### src/hdl/gcv_pkg.sv
package gcv_pkg;

  localparam int MaxColumnsDef = 256;
  localparam int MaxRowsDef    = 256;

  localparam int SMP_W   = 16;  // Q4.12 sample
  localparam int TIME_W  = 32;
  localparam int Q_W     = 16;  // Q8.8 result fields
  localparam int CFG_W   = 16;
  localparam int CNT_W   = 9;   // columns_in_use / rows_in_use
  localparam int LIM_W   = 13;  // holds any count limit up to 4096
  localparam int REG_W   = 3;
  localparam int Q_BITS  = 17;  // quotient bits kept by the divider
  localparam int Q_CNT_W = 5;   // steps Q_BITS down to 0

  localparam logic [REG_W-1:0] REG_ORIGIN_X   = 3'd0;
  localparam logic [REG_W-1:0] REG_SPACING_X  = 3'd1;
  localparam logic [REG_W-1:0] REG_ORIGIN_Y   = 3'd2;
  localparam logic [REG_W-1:0] REG_SPACING_Y  = 3'd3;
  localparam logic [REG_W-1:0] REG_HALF_SHIFT = 3'd4;
  localparam logic [REG_W-1:0] REG_COLUMNS    = 3'd5;
  localparam logic [REG_W-1:0] REG_ROWS       = 3'd6;

  localparam logic [CFG_W-1:0] SPACING_RST = 16'd256;
  localparam logic [CNT_W-1:0] COUNT_RST   = 9'd256;

  localparam logic [Q_BITS-1:0] POS_LIM = 17'd32767;
  localparam logic [Q_BITS-1:0] NEG_LIM = 17'd32768;
  localparam logic signed [Q_W-1:0] Q_MAX = 16'sh7fff;
  localparam logic signed [Q_W-1:0] Q_MIN = 16'sh8000;

  typedef struct packed {
    logic signed [SMP_W-1:0] sample;
    logic [TIME_W-1:0]       frame_time;
  } gcv_in_t;

  typedef struct packed {
    logic signed [Q_W-1:0] centroid_x;
    logic signed [Q_W-1:0] centroid_y;
    logic signed [Q_W-1:0] velocity_x;
    logic signed [Q_W-1:0] velocity_y;
    logic                  empty_frame;
    logic                  zero_time_step;
  } gcv_out_t;

  typedef enum logic [3:0] {
    ST_IDLE,
    ST_MUL_XI,
    ST_MUL_YI,
    ST_MUL_SX,
    ST_MUL_SY,
    ST_ACC,
    ST_DCX_GO,
    ST_DCX_WAIT,
    ST_DCY_GO,
    ST_DCY_WAIT,
    ST_DVX_GO,
    ST_DVX_WAIT,
    ST_DVY_GO,
    ST_DVY_WAIT,
    ST_OUT
  } gcv_state_e;

  typedef enum logic [1:0] {
    MS_XI,
    MS_YI,
    MS_SX,
    MS_SY
  } gcv_msel_e;

  typedef enum logic [1:0] {
    DS_CX,
    DS_CY,
    DS_VX,
    DS_VY
  } gcv_dsel_e;

  typedef struct packed {
    logic      mul_en;
    gcv_msel_e mul_sel;
    logic      div_start;
    gcv_dsel_e div_sel;
  } gcv_ctl_t;

endpackage

### src/hdl/gcv_mul.sv
module gcv_mul #(
  parameter int A_W = 17,
  parameter int B_W = 27
) (
  input  logic                      clk_i,
  input  logic                      en_i,
  input  logic signed [A_W-1:0]     a_i,
  input  logic signed [B_W-1:0]     b_i,
  output logic signed [A_W+B_W-1:0] p_o
);

  logic signed [A_W+B_W-1:0] p_q;

  always_ff @(posedge clk_i) begin
    if (en_i) begin
      p_q <= a_i * b_i;
    end
  end

  assign p_o = p_q;

endmodule

### src/hdl/gcv_div.sv
module gcv_div #(
  parameter int NUM_W = 60,
  parameter int DEN_W = 34
) (
  input  logic                         clk_i,
  input  logic                         rst_ni,
  input  logic                         start_i,
  input  logic signed [NUM_W-1:0]      num_i,
  input  logic signed [DEN_W-1:0]      den_i,
  output logic                         done_o,
  output logic signed [gcv_pkg::Q_W-1:0] quot_o
);

  localparam int RW   = ((NUM_W + 1 > DEN_W) ? NUM_W + 1 : DEN_W) + 1;
  localparam int SH_W = DEN_W + 1 + gcv_pkg::Q_BITS;
  localparam int CW   = (RW > SH_W) ? RW : SH_W;

  logic [NUM_W-1:0] an;
  logic [DEN_W-1:0] ad;
  logic [CW-1:0]    rem_q, rem_d, dsh_q, dsh_d;
  logic [gcv_pkg::Q_BITS-1:0]  q_q, q_d;
  logic [gcv_pkg::Q_CNT_W-1:0] cnt_q, cnt_d;
  logic             busy_q, busy_d, done_q, done_d, ovf_q, ovf_d, neg_q, neg_d;
  logic             ge;

  assign an = num_i[NUM_W-1] ? (~num_i) + NUM_W'(1) : num_i;
  assign ad = den_i[DEN_W-1] ? (~den_i) + DEN_W'(1) : den_i;
  assign ge = rem_q >= dsh_q;

  always_comb begin
    rem_d  = rem_q;
    dsh_d  = dsh_q;
    q_d    = q_q;
    cnt_d  = cnt_q;
    busy_d = busy_q;
    ovf_d  = ovf_q;
    neg_d  = neg_q;
    done_d = 1'b0;
    if (start_i) begin
      // numerator 2|n| + |d|, divisor 2|d|: rounds half away from zero
      rem_d  = (CW'(an) << 1) + CW'(ad);
      dsh_d  = CW'(ad) << (gcv_pkg::Q_BITS + 1);
      q_d    = '0;
      cnt_d  = gcv_pkg::Q_CNT_W'(gcv_pkg::Q_BITS);
      busy_d = 1'b1;
      ovf_d  = 1'b0;
      neg_d  = num_i[NUM_W-1] ^ den_i[DEN_W-1];
    end else if (busy_q) begin
      if (cnt_q == gcv_pkg::Q_CNT_W'(gcv_pkg::Q_BITS)) begin
        // quotient too large for the kept bits: saturate later
        ovf_d = ge;
      end else begin
        if (ge) begin
          rem_d = rem_q - dsh_q;
        end
        q_d = {q_q[gcv_pkg::Q_BITS-2:0], ge};
      end
      dsh_d = dsh_q >> 1;
      if (cnt_q == '0) begin
        busy_d = 1'b0;
        done_d = 1'b1;
      end else begin
        cnt_d = cnt_q - gcv_pkg::Q_CNT_W'(1);
      end
    end
  end

  always_ff @(posedge clk_i or negedge rst_ni) begin
    if (!rst_ni) begin
      busy_q <= 1'b0;
      done_q <= 1'b0;
    end else begin
      busy_q <= busy_d;
      done_q <= done_d;
    end
  end

  always_ff @(posedge clk_i) begin
    rem_q <= rem_d;
    dsh_q <= dsh_d;
    q_q   <= q_d;
    cnt_q <= cnt_d;
    ovf_q <= ovf_d;
    neg_q <= neg_d;
  end

  always_comb begin
    if (neg_q) begin
      if (ovf_q || q_q > gcv_pkg::NEG_LIM) begin
        quot_o = gcv_pkg::Q_MIN;
      end else begin
        quot_o = signed'(gcv_pkg::Q_W'((~q_q) + gcv_pkg::Q_BITS'(1)));
      end
    end else begin
      if (ovf_q || q_q > gcv_pkg::POS_LIM) begin
        quot_o = gcv_pkg::Q_MAX;
      end else begin
        quot_o = signed'(q_q[gcv_pkg::Q_W-1:0]);
      end
    end
  end

  assign done_o = done_q;

endmodule

### src/hdl/grid_centroid_velocity.sv
// Weighted centroid and centroid velocity of a sampled grid. Samples arrive
// column-major, one per beat; the block takes one sample, then works on it
// in one shared multiplier (x coordinate, y coordinate, sample times x,
// sample times y) and a final add before it takes the next sample.
// The last sample of a frame also runs up to four divisions through one
// shared restoring divider at one quotient bit per cycle, and a frame end
// may also wait for the previous result beat to leave the output register.
// in_ready_o is high only while the block is waiting for a sample.
// Configuration writes are taken at once and should be made while the
// block is idle.
module grid_centroid_velocity #(
  parameter int MAX_COLUMNS = gcv_pkg::MaxColumnsDef,
  parameter int MAX_ROWS    = gcv_pkg::MaxRowsDef
) (
  input  logic                      clk_i,
  input  logic                      rst_ni,
  input  logic                      cfg_we_i,
  input  logic [gcv_pkg::REG_W-1:0] cfg_idx_i,
  input  logic [gcv_pkg::CFG_W-1:0] cfg_data_i,
  input  logic                      in_valid_i,
  output logic                      in_ready_o,
  input  gcv_pkg::gcv_in_t          in_data_i,
  output logic                      out_valid_o,
  input  logic                      out_ready_i,
  output gcv_pkg::gcv_out_t         out_data_o
);

  localparam int IX_W   = (MAX_COLUMNS > 1) ? $clog2(MAX_COLUMNS) : 1;
  localparam int IY_W   = (MAX_ROWS > 1) ? $clog2(MAX_ROWS) : 1;
  localparam int CI_W   = ((IX_W > IY_W) ? IX_W : IY_W) + 1;
  localparam int C_W    = CI_W + 18;
  localparam int A_W    = gcv_pkg::SMP_W + 1;
  localparam int P_W    = A_W + C_W;
  localparam int CB     = $clog2(MAX_COLUMNS * MAX_ROWS + 1);
  localparam int TOT_W  = gcv_pkg::SMP_W + CB;
  localparam int WS_W   = gcv_pkg::SMP_W + C_W + CB;
  localparam int DT_W   = gcv_pkg::TIME_W + 1;
  localparam int DEN_W  = (TOT_W + 1 > DT_W) ? TOT_W + 1 : DT_W;
  localparam int Q_W    = gcv_pkg::Q_W;

  // configuration
  logic signed [gcv_pkg::CFG_W-1:0] origin_x_q, origin_y_q;
  logic [gcv_pkg::CFG_W-1:0]        spacing_x_q, spacing_y_q;
  logic                             half_q;
  logic [gcv_pkg::CNT_W-1:0]        columns_q, rows_q;

  gcv_pkg::gcv_state_e state_q, state_d;
  gcv_pkg::gcv_ctl_t   ctl;
  gcv_pkg::gcv_in_t    smp_q;
  gcv_pkg::gcv_out_t   out_q;
  logic                out_valid_q, out_valid_d, load_out;

  logic [IX_W-1:0]          col_q;
  logic [IY_W-1:0]          row_q;
  logic signed [TOT_W-1:0]  tot_q;
  logic signed [WS_W-1:0]   wx_q, wy_q;
  logic signed [C_W-1:0]    xc_q, yc_q;
  logic signed [Q_W-1:0]    cx_q, cy_q, vx_q, vy_q, pcx_q, pcy_q;
  logic [gcv_pkg::TIME_W-1:0] pft_q;
  logic                     empty_q, still_q;

  logic [gcv_pkg::LIM_W-1:0] cols_lim, rows_lim;
  logic                      last_row, last_col, frame_end, tot_zero, time_same;

  logic signed [A_W-1:0]   mul_a;
  logic signed [C_W-1:0]   mul_b;
  logic signed [P_W-1:0]   prod;
  logic signed [WS_W-1:0]  div_num;
  logic signed [DEN_W-1:0] div_den;
  logic signed [DT_W-1:0]  dt;
  logic signed [Q_W+1-1:0] dcx, dcy;
  logic                    div_done;
  logic signed [Q_W-1:0]   div_quot;

  // count limits: zero acts as one, large values clip to the maximum
  always_comb begin
    if (columns_q == '0) begin
      cols_lim = gcv_pkg::LIM_W'(1);
    end else if (gcv_pkg::LIM_W'(columns_q) > gcv_pkg::LIM_W'(MAX_COLUMNS)) begin
      cols_lim = gcv_pkg::LIM_W'(MAX_COLUMNS);
    end else begin
      cols_lim = gcv_pkg::LIM_W'(columns_q);
    end
    if (rows_q == '0) begin
      rows_lim = gcv_pkg::LIM_W'(1);
    end else if (gcv_pkg::LIM_W'(rows_q) > gcv_pkg::LIM_W'(MAX_ROWS)) begin
      rows_lim = gcv_pkg::LIM_W'(MAX_ROWS);
    end else begin
      rows_lim = gcv_pkg::LIM_W'(rows_q);
    end
  end

  assign last_row  = gcv_pkg::LIM_W'(row_q) + gcv_pkg::LIM_W'(1) >= rows_lim;
  assign last_col  = gcv_pkg::LIM_W'(col_q) + gcv_pkg::LIM_W'(1) >= cols_lim;
  assign frame_end = last_row && last_col;
  assign tot_zero  = tot_q == '0;
  assign time_same = smp_q.frame_time == pft_q;

  // next state
  always_comb begin
    state_d = state_q;
    case (state_q)
      gcv_pkg::ST_IDLE:     if (in_valid_i) state_d = gcv_pkg::ST_MUL_XI;
      gcv_pkg::ST_MUL_XI:   state_d = gcv_pkg::ST_MUL_YI;
      gcv_pkg::ST_MUL_YI:   state_d = gcv_pkg::ST_MUL_SX;
      gcv_pkg::ST_MUL_SX:   state_d = gcv_pkg::ST_MUL_SY;
      gcv_pkg::ST_MUL_SY:   state_d = gcv_pkg::ST_ACC;
      gcv_pkg::ST_ACC: begin
        state_d = frame_end ? gcv_pkg::ST_DCX_GO : gcv_pkg::ST_IDLE;
      end
      gcv_pkg::ST_DCX_GO: begin
        state_d = tot_zero ? gcv_pkg::ST_DVX_GO : gcv_pkg::ST_DCX_WAIT;
      end
      gcv_pkg::ST_DCX_WAIT: if (div_done) state_d = gcv_pkg::ST_DCY_GO;
      gcv_pkg::ST_DCY_GO:   state_d = gcv_pkg::ST_DCY_WAIT;
      gcv_pkg::ST_DCY_WAIT: if (div_done) state_d = gcv_pkg::ST_DVX_GO;
      gcv_pkg::ST_DVX_GO: begin
        state_d = time_same ? gcv_pkg::ST_OUT : gcv_pkg::ST_DVX_WAIT;
      end
      gcv_pkg::ST_DVX_WAIT: if (div_done) state_d = gcv_pkg::ST_DVY_GO;
      gcv_pkg::ST_DVY_GO:   state_d = gcv_pkg::ST_DVY_WAIT;
      gcv_pkg::ST_DVY_WAIT: if (div_done) state_d = gcv_pkg::ST_OUT;
      gcv_pkg::ST_OUT: begin
        if (!out_valid_q || out_ready_i) state_d = gcv_pkg::ST_IDLE;
      end
      default:              state_d = gcv_pkg::ST_IDLE;
    endcase
  end

  // control strobes
  always_comb begin
    ctl.mul_en    = 1'b0;
    ctl.mul_sel   = gcv_pkg::MS_XI;
    ctl.div_start = 1'b0;
    ctl.div_sel   = gcv_pkg::DS_CX;
    case (state_q)
      gcv_pkg::ST_MUL_XI: begin
        ctl.mul_en  = 1'b1;
        ctl.mul_sel = gcv_pkg::MS_XI;
      end
      gcv_pkg::ST_MUL_YI: begin
        ctl.mul_en  = 1'b1;
        ctl.mul_sel = gcv_pkg::MS_YI;
      end
      gcv_pkg::ST_MUL_SX: begin
        ctl.mul_en  = 1'b1;
        ctl.mul_sel = gcv_pkg::MS_SX;
      end
      gcv_pkg::ST_MUL_SY: begin
        ctl.mul_en  = 1'b1;
        ctl.mul_sel = gcv_pkg::MS_SY;
      end
      gcv_pkg::ST_DCX_GO: begin
        ctl.div_start = !tot_zero;
        ctl.div_sel   = gcv_pkg::DS_CX;
      end
      gcv_pkg::ST_DCY_GO: begin
        ctl.div_start = 1'b1;
        ctl.div_sel   = gcv_pkg::DS_CY;
      end
      gcv_pkg::ST_DVX_GO: begin
        ctl.div_start = !time_same;
        ctl.div_sel   = gcv_pkg::DS_VX;
      end
      gcv_pkg::ST_DVY_GO: begin
        ctl.div_start = 1'b1;
        ctl.div_sel   = gcv_pkg::DS_VY;
      end
      default: begin
        ctl.mul_en = 1'b0;
      end
    endcase
  end

  // shared multiplier operands
  always_comb begin
    case (ctl.mul_sel)
      gcv_pkg::MS_XI: begin
        mul_a = signed'({1'b0, spacing_x_q});
        mul_b = signed'(C_W'({col_q, half_q}));
      end
      gcv_pkg::MS_YI: begin
        mul_a = signed'({1'b0, spacing_y_q});
        mul_b = signed'(C_W'({row_q, half_q}));
      end
      gcv_pkg::MS_SX: begin
        mul_a = A_W'(smp_q.sample);
        mul_b = xc_q;
      end
      gcv_pkg::MS_SY: begin
        mul_a = A_W'(smp_q.sample);
        mul_b = yc_q;
      end
      default: begin
        mul_a = '0;
        mul_b = '0;
      end
    endcase
  end

  gcv_mul #(
    .A_W (A_W),
    .B_W (C_W)
  ) u_mul (
    .clk_i (clk_i),
    .en_i  (ctl.mul_en),
    .a_i   (mul_a),
    .b_i   (mul_b),
    .p_o   (prod)
  );

  // shared divider operands
  assign dt  = signed'({1'b0, smp_q.frame_time}) - signed'({1'b0, pft_q});
  assign dcx = (Q_W + 1)'(cx_q) - (Q_W + 1)'(pcx_q);
  assign dcy = (Q_W + 1)'(cy_q) - (Q_W + 1)'(pcy_q);

  always_comb begin
    case (ctl.div_sel)
      gcv_pkg::DS_CX: begin
        div_num = wx_q;
        div_den = DEN_W'(tot_q) <<< 1;
      end
      gcv_pkg::DS_CY: begin
        div_num = wy_q;
        div_den = DEN_W'(tot_q) <<< 1;
      end
      gcv_pkg::DS_VX: begin
        div_num = WS_W'(dcx);
        div_den = DEN_W'(dt);
      end
      gcv_pkg::DS_VY: begin
        div_num = WS_W'(dcy);
        div_den = DEN_W'(dt);
      end
      default: begin
        div_num = '0;
        div_den = '0;
      end
    endcase
  end

  gcv_div #(
    .NUM_W (WS_W),
    .DEN_W (DEN_W)
  ) u_div (
    .clk_i   (clk_i),
    .rst_ni  (rst_ni),
    .start_i (ctl.div_start),
    .num_i   (div_num),
    .den_i   (div_den),
    .done_o  (div_done),
    .quot_o  (div_quot)
  );

  assign load_out    = (state_q == gcv_pkg::ST_OUT) && (!out_valid_q || out_ready_i);
  assign out_valid_d = load_out ? 1'b1 : (out_ready_i ? 1'b0 : out_valid_q);

  always_ff @(posedge clk_i or negedge rst_ni) begin
    if (!rst_ni) begin
      state_q     <= gcv_pkg::ST_IDLE;
      out_valid_q <= 1'b0;
      origin_x_q  <= '0;
      spacing_x_q <= gcv_pkg::SPACING_RST;
      origin_y_q  <= '0;
      spacing_y_q <= gcv_pkg::SPACING_RST;
      half_q      <= 1'b0;
      columns_q   <= gcv_pkg::COUNT_RST;
      rows_q      <= gcv_pkg::COUNT_RST;
      col_q       <= '0;
      row_q       <= '0;
      tot_q       <= '0;
      wx_q        <= '0;
      wy_q        <= '0;
      pcx_q       <= '0;
      pcy_q       <= '0;
      pft_q       <= '0;
    end else begin
      state_q     <= state_d;
      out_valid_q <= out_valid_d;
      if (cfg_we_i) begin
        case (cfg_idx_i)
          gcv_pkg::REG_ORIGIN_X:   origin_x_q  <= signed'(cfg_data_i);
          gcv_pkg::REG_SPACING_X:  spacing_x_q <= cfg_data_i;
          gcv_pkg::REG_ORIGIN_Y:   origin_y_q  <= signed'(cfg_data_i);
          gcv_pkg::REG_SPACING_Y:  spacing_y_q <= cfg_data_i;
          gcv_pkg::REG_HALF_SHIFT: half_q      <= cfg_data_i[0];
          gcv_pkg::REG_COLUMNS:    columns_q   <= cfg_data_i[gcv_pkg::CNT_W-1:0];
          gcv_pkg::REG_ROWS:       rows_q      <= cfg_data_i[gcv_pkg::CNT_W-1:0];
          default:                 half_q      <= half_q;
        endcase
      end
      if (state_q == gcv_pkg::ST_MUL_SY) begin
        wx_q <= wx_q + WS_W'(prod);
      end
      if (state_q == gcv_pkg::ST_ACC) begin
        wy_q  <= wy_q + WS_W'(prod);
        tot_q <= tot_q + TOT_W'(smp_q.sample);
        if (last_row) begin
          row_q <= '0;
          col_q <= last_col ? '0 : col_q + IX_W'(1);
        end else begin
          row_q <= row_q + IY_W'(1);
        end
      end
      if (load_out) begin
        // keep this frame as the reference and start the next one clean
        pcx_q <= cx_q;
        pcy_q <= cy_q;
        pft_q <= smp_q.frame_time;
        tot_q <= '0;
        wx_q  <= '0;
        wy_q  <= '0;
      end
    end
  end

  always_ff @(posedge clk_i) begin
    if (in_valid_i && in_ready_o) begin
      smp_q <= in_data_i;
    end
    // coordinates in 1/512 units: 2*origin + (2*index + shift)*spacing
    if (state_q == gcv_pkg::ST_MUL_YI) begin
      xc_q <= C_W'(prod) + (C_W'(origin_x_q) <<< 1);
    end
    if (state_q == gcv_pkg::ST_MUL_SX) begin
      yc_q <= C_W'(prod) + (C_W'(origin_y_q) <<< 1);
    end
    case (state_q)
      gcv_pkg::ST_DCX_GO: begin
        empty_q <= tot_zero;
        if (tot_zero) begin
          cx_q <= '0;
          cy_q <= '0;
        end
      end
      gcv_pkg::ST_DCX_WAIT: if (div_done) cx_q <= div_quot;
      gcv_pkg::ST_DCY_WAIT: if (div_done) cy_q <= div_quot;
      gcv_pkg::ST_DVX_GO: begin
        still_q <= time_same;
        if (time_same) begin
          vx_q <= '0;
          vy_q <= '0;
        end
      end
      gcv_pkg::ST_DVX_WAIT: if (div_done) vx_q <= div_quot;
      gcv_pkg::ST_DVY_WAIT: if (div_done) vy_q <= div_quot;
      default: begin
        empty_q <= empty_q;
      end
    endcase
    if (load_out) begin
      out_q.centroid_x     <= cx_q;
      out_q.centroid_y     <= cy_q;
      out_q.velocity_x     <= vx_q;
      out_q.velocity_y     <= vy_q;
      out_q.empty_frame    <= empty_q;
      out_q.zero_time_step <= still_q;
    end
  end

  assign in_ready_o  = state_q == gcv_pkg::ST_IDLE;
  assign out_valid_o = out_valid_q;
  assign out_data_o  = out_q;

endmodule

### config.mk
export PLATFORM = sky130hd
export DESIGN_NAME = grid_centroid_velocity
export DESIGN_NICKNAME = d
export VERILOG_FILES = /design/src/hdl/gcv_pkg.sv /design/src/hdl/gcv_mul.sv /design/src/hdl/gcv_div.sv /design/src/hdl/grid_centroid_velocity.sv
export SDC_FILE = /design/constraint.sdc
export NUM_CORES = 2
export LEC_CHECK = 0
export ABC_AREA = 1
export BUFFER_PORTS_ARGS = -buffer_cell sky130_fd_sc_hd__buf_2
export CAP_MARGIN = 0
export CORE_ASPECT_RATIO = 1.75
export CORE_UTILIZATION = 65
export DETAILED_ROUTE_END_ITERATION = 8
export GPL_TIMING_DRIVEN = 0
export PLACE_DENSITY = 0.92
export SKIP_CTS_REPAIR_TIMING = 1
export SYNTH_ARGS = -nofsm -noshare
export SYNTH_HDL_FRONTEND = slang
export SYNTH_SLANG_ARGS = --single-unit
### constraint.sdc
create_clock -name clk_i -period 20.4 [get_ports clk_i]
set_input_delay 1.02 -clock clk_i [delete_from_list [all_inputs] [get_ports clk_i]]
set_output_delay 1.02 -clock clk_i [all_outputs]
set_load 0.02 [all_outputs]
# Yosys cells after proc, flatten, opt, wreduce, memory -nomap -nowiden
# Cells that the tools add are included.
[totals]
regBits = 739
latch_bits = 0
ramBits = 0
mem_bits_ro = 0
output_inout_bits = 68
elab_cells = 214
n_memories = 0
[op_classes]
add_sub_neg = 18
multipliers = 1
div = 0
n_lt_le_gt_ge = 7
n_eq_ne = 37
shifts = 0
muxes = 55
bitwise_logic = 6
reduce_logical = 47
[ops]
columns = ["op", "n"]
rows = [
  ["60-bit two-way mux", 5],
  ["62-bit two-way mux", 4],
  ["60-bit one-hot mux with 4 select lines", 1],
  ["16-bit one-hot mux with 2 select lines", 4],
  ["60-bit by 44-bit adder with 60-bit output", 2],
  ["27-bit one-hot mux with 4 select lines", 1],
  ["52-bit two-way mux", 2],
  ["16-bit two-way mux", 6],
  ["34-bit one-hot mux with 2 select lines", 1],
  ["33-bit two-way mux", 2],
  ["61-bit by 34-bit adder with 62-bit output", 1],
  ["62-bit by 52-bit >= comparator with 1-bit output", 1],
  ["62-bit by 52-bit subtractor with 62-bit output", 1],
  ["60-bit by 2-bit adder with 60-bit output (second input constant)", 1],
  ["60-bit NOT", 1],
  ["4-bit one-hot mux with 15 select lines", 1],
  ["27-bit by 17-bit adder with 27-bit output", 2],
  ["17-bit one-hot mux with 3 select lines", 1],
  ["17-bit by 27-bit multiplier with 44-bit output", 1],
  ["34-bit by 2-bit adder with 34-bit output (second input constant)", 1],
  ["34-bit two-way mux", 1],
  ["34-bit NOT", 1],
  ["16-bit by 16-bit subtractor with 17-bit output", 2],
  ["33-bit by 16-bit adder with 33-bit output", 1],
  ["other kinds (48)", 127],
]

# Longest topological paths before layout
[logic_depth]
word_depth = 11
ltp_mapped = 47
ltp_nobuf = 44

# By module
# A second synthesis with hierarchy kept.
[unflattened]
cells_unflattened = 11122
area_unflattened_um2 = 76611.0
[modules_own_cells]
columns = ["module", "instances", "cells_each", "area_each_um2", "seq_area_each_um2"]
rows = [
  ["grid_centroid_velocity", 1, 5959, 41110.7, 15064.4],
  ["gcv_mul", 1, 2488, 19113.3, 1321.3],
  ["gcv_div", 1, 2675, 16387.0, 3783.6],
]

# Least setup slack after synthesis
# OpenSTA, ideal clock, no wires.
[synth_timing]
path_type = "reg2reg"
start = "register state_q[3]"
end = "register u_mul.p_q[43] (netlist: u_mul.p_o[43]), data pin"
setup_time_ns = 0.265
arrival_time_ns = 8.188
required_ns = 20.135
setup_slack_ns = 11.947
stages_incl_launch_ff = 32
n_path_buf = 1
synth_period_minus_slack_ns = 8.453
path_cell_list = "dfrtp_1 nor2_1 inv_1 nor2_1 clkbuf_1 a22oi_1 nand2_1 o21ai_1 inv_1 nand2_1 fa_1 fa_1 fa_1 fa_1 inv_1 fa_1 inv_1 fa_1 inv_1 ha_1 a21oi_1 a21boi_0 o21ai_0 a21boi_0 o21ai_0 a21boi_0 o21ai_0 nand2_1 nand2_1 a21oi_1 o21ai_0 xor2_1"
[synth_between]
elab_chain_len = 6
elab_cells_between_ends = 12
[synth_rtl]
columns = ["element", "line_no", "rtl"]
rows = [
  ["from (decl)", "grid_centroid_velocity.sv:47", "gcv_pkg::gcv_state_e state_q, state_d;"],
  ["from (signal assigned)", "grid_centroid_velocity.sv:260", "state_q <= gcv_pkg::ST_IDLE;"],
  ["from (signal assigned)", "grid_centroid_velocity.sv:278", "state_q <= state_d;"],
  ["4-bit by 3-bit equality test with 1-bit output or 4-bit by 2-bit equality test with 1-bit output (tied branches)", "grid_centroid_velocity.sv:136", "case (state_q)"],
  ["2-bit one-hot mux with 3 select lines *", "grid_centroid_velocity.sv:136", ""],
  ["2-bit equality test", "grid_centroid_velocity.sv:177", "case (ctl.mul_sel)"],
  ["2-bit OR reduction (no line)", "--", ""],
  ["17-bit one-hot mux with 3 select lines", "grid_centroid_velocity.sv:177", ""],
  ["17-bit by 27-bit multiplier with 44-bit output *", "gcv_mul.sv:16", "p_q <= a_i * b_i;"],
  ["to (signal assigned)", "gcv_mul.sv:16", ""],
  ["to (decl)", "gcv_mul.sv:12", "logic signed [A_W+B_W-1:0] p_q;"],
]
# Mark *: on every way between the ends. The rest lies on a longest branch, timed or not.
# A chain may end at the register's enable or synchronous reset.

# Worst setup path after layout
[layout_timing]
start = "register state_q[1]"
end = "register u_mul.p_q[43] (netlist: u_mul.p_o[43]), data pin"
# Same word-level chain as after synthesis.

==> out/metrics.yaml <==
grt_pass1_vias: 68300
setup_tns_ns: 0
grt_first_pass_wirelength_um: 375000
crit_slowest_cell: "o21ai_1"
violations: "max-capacitance violations, max-slew violations"
drt_iter0_markers: 6030
vias: 66200
gp_congestion: 1.11
synth-adder-area-share_pct: 21.9
netlist_instances: 9084
critPathKind: "reg2reg"
nets: 10300
r2r_start: "state_q[1]"
root_buffer: "clkbuf_16"
yosysUniqueCellTypes: 74
fin_area_mm2: 0.0741
slew_headroom_pct: -0.750
clk_path_buf_depth: 3
max_freq_mhz: 76.8
required_ns: 20.84
die_y_um: 433
grt-ovfl-total: 0
synth_seq_cells: 739
cts_buffers: 68
io_pins: 140
avgSynthCellArea_um2: 7.60
clk_latency_ns: 0.71
coreArea_mm2: 0.105
core.rowCount: 157
firstDrtPassIters: 9
rsz0062_at_grt: "false"
synth_flop_cell: "edfxtp_1"
async_flop_share_pct: 43.7
drcViolationCount: 0
grt_use_total_pct: 46.2
routed_via_density: 6.18
yosysWarnings: 0
setup_violations: 0
io_buffer_count: 139
hp-class: "in2async"
crit_top_cell: "fa_1"
synth_top_family_by_area: "adder cells"
die_x_um: 248
synth-xor-area-share_pct: 3.25
hold_viol: 0
cp_max_fo: 10
grt_max_degree: 99
finClkSkew_ns: 0.0518
area_growth_pct: 7.29
wirelength_um: 246000
fin_crit_ns: 13.02
finalNonFillerCells: 10700
syn_nets: 10100
reg2reg_depth: 34
final_layout_size_suffix_gt1_share_pct: 5.21
hpwl_um: 197000
cts_sinks: 739
synth.cell_area_mm2: 0.0691
worstMarginPinSlew_ns: 1.50
cp-end-kind: "flip-flop"
antenna_found_initial: 6
finish.utilization_pct: 70.6
wl_per_cell_um: 23.0
dp.cells: 10600
synth_compound_area_share_pct: 13.9
yosys.area_share.simple_pct: 21.5
drv_slew: 10
final_antenna_net_count: 0
min_period_over_period_pct: 63.8
start_util_pct: 65.8
synth_mux_area_share_pct: 0.0652
arrival_ns: 13.45
ff2ff_setup_slack_ns: 7.38
cts_htree_levels: 3
synth_edf_count: 375
dieArea_mm2: 0.108
cts_tree: "yes"
r2r-end: "u_mul.p_o[43]"
critPathMaxStageDelay_ns: 0.88
status: "finished with violations"
maxCapViolations: 3
clk_pin_slew_ns: 0.08
critPathLaunchType: "flip-flop"
synth-seq-area-share_pct: 29.2
post_dp_cell_area_mm2: 0.0717
-- worst max path at each step --
stage | from | endpoint | cells past startpoint
after CTS | state_q[1] | u_mul.p_o[43] | 34
final | state_q[1] | u_mul.p_o[43] | 34
after global placement | state_q[1] | u_mul.p_o[43] | 34
after floorplan | state_q[3] | u_mul.p_o[43] | 31
after detailed placement | state_q[1] | u_mul.p_o[43] | 34
after global routing | state_q[1] | u_mul.p_o[43] | 34
-- sequential cells by signal, indices dropped and copies added (netlist names), 17 cells and up --
name         cells
out_data_o      66
wy_q            60
u_div.rem_q     62
u_div.dsh_q     52
smp_q           48
u_div.q_q       17
u_mul.p_o       44
pft_q           32
tot_q           33
yc_q            27
wx_q            60
xc_q            27
-- cell families after synthesis --
family,Yosys count
compound gates,1732
xor+xnor,256
fa+ha+maj,936
buf+inv,1839
flops,739
mux,4
simple gates,3578
-- Yosys cell counts, types with 15 or more instances --
cell type  count  area [um^2]
a21boi_0      34          255
a21o_1        24          180
a21oi_1      619         3100
a22oi_1       15          113
a31oi_1       94          588
buf_2         22          110
clkbuf_1     142          533
dfrtp_1      319         7980
dfxtp_1       41          821
edfxtp_1     375        11300
fa_1         456         9130
ha_1         480         6010
inv_1       1611         6050
inv_2         21         78.8
nand2_1     2018         7570
nand2_2       32          200
nand3_1      313         1570
nand3b_1      48          360
nand4_1       65          407
nor2_1       907         3400
nor2_2        26          163
nor3_1        56          280
nor4_1        34          213
o21a_1        32          240
o21ai_0      635         3180
o21ai_1       53          265
o22ai_1      106          663
o31ai_1       20          150
or2_2         31          194
xnor2_1       85          744
xor2_1       171         1500
-- per-stage QoR --
stage	setup slack (ns)	hold slack, ns
final	7.38	0.274
after detailed placement	8.22	0.405
after global routing	7.18	0.352
after CTS	8.13	0.324
after global placement	8.41	0.401
after floorplan	11.95	0.400
-- area by class of cell --
| type | instances | area, um^2 |
|---|---|---|
| diodes | 2 | 5.00 |
| plain buffers | 195 | 868 |
| clock buffers | 83 | 1840 |
| clock inverters | 39 | 452 |
| fillers | 8280 | 30800 |
| inverters | 1644 | 6180 |
| multi-input cells | 6506 | 41900 |
| flip-flops and latches | 739 | 20200 |
| well taps | 1351 | 1690 |
| repair buffers | 161 | 997 |
-- worst max-delay path, delay by kind of cell (launching register included) --
kind / cells / cell delay (ns)
DFF: 1 / 0.47
xor gates and xnor gates: 1 / 0.17
and+or+nand+nor: 8 / 2.52
adders and majority gates: 7 / 3.33
AOI/OAI and AO/OA: 10 / 4.09
buffers and inverters: 8 / 2.08
-- per-layer routing --
layer  vias up  track usage, %  share of wire (%)
li1      29800               -                  -
met1     30800            42.5                 30
met2      3899            79.7                 48
met3      1629            10.0                8.2
met4         6            53.2                 14
met5         -               0              0.017
-- layout by cell type, fill, tap and decap left out, drive strengths merged, types with 5 or more instances in the layout --
cell / n
a211oi: 8
a21boi: 36
a21o: 24
a21oi: 619
a221oi: 12
a22oi: 15
a31oi: 94
and2: 9
buf: 213
bufinv: 5
clkbuf: 226
clkinv: 27
clkinvlp: 6
dfrtp: 319
dfxtp: 41
edfxtp: 375
fa: 456
ha: 480
inv: 1645
nand2: 2054
nand3: 325
nand3b: 50
nand4: 67
nor2: 941
nor3: 62
nor4: 34
o2111ai: 6
o211ai: 14
o21a: 32
o21ai: 696
o21bai: 11
o221ai: 11
o22ai: 106
o31ai: 20
or2: 31
xnor2: 85
xor2: 171
Power is not shown: default switching activity piles up to over one toggle a cycle in this logic, so the estimate is an artifact.
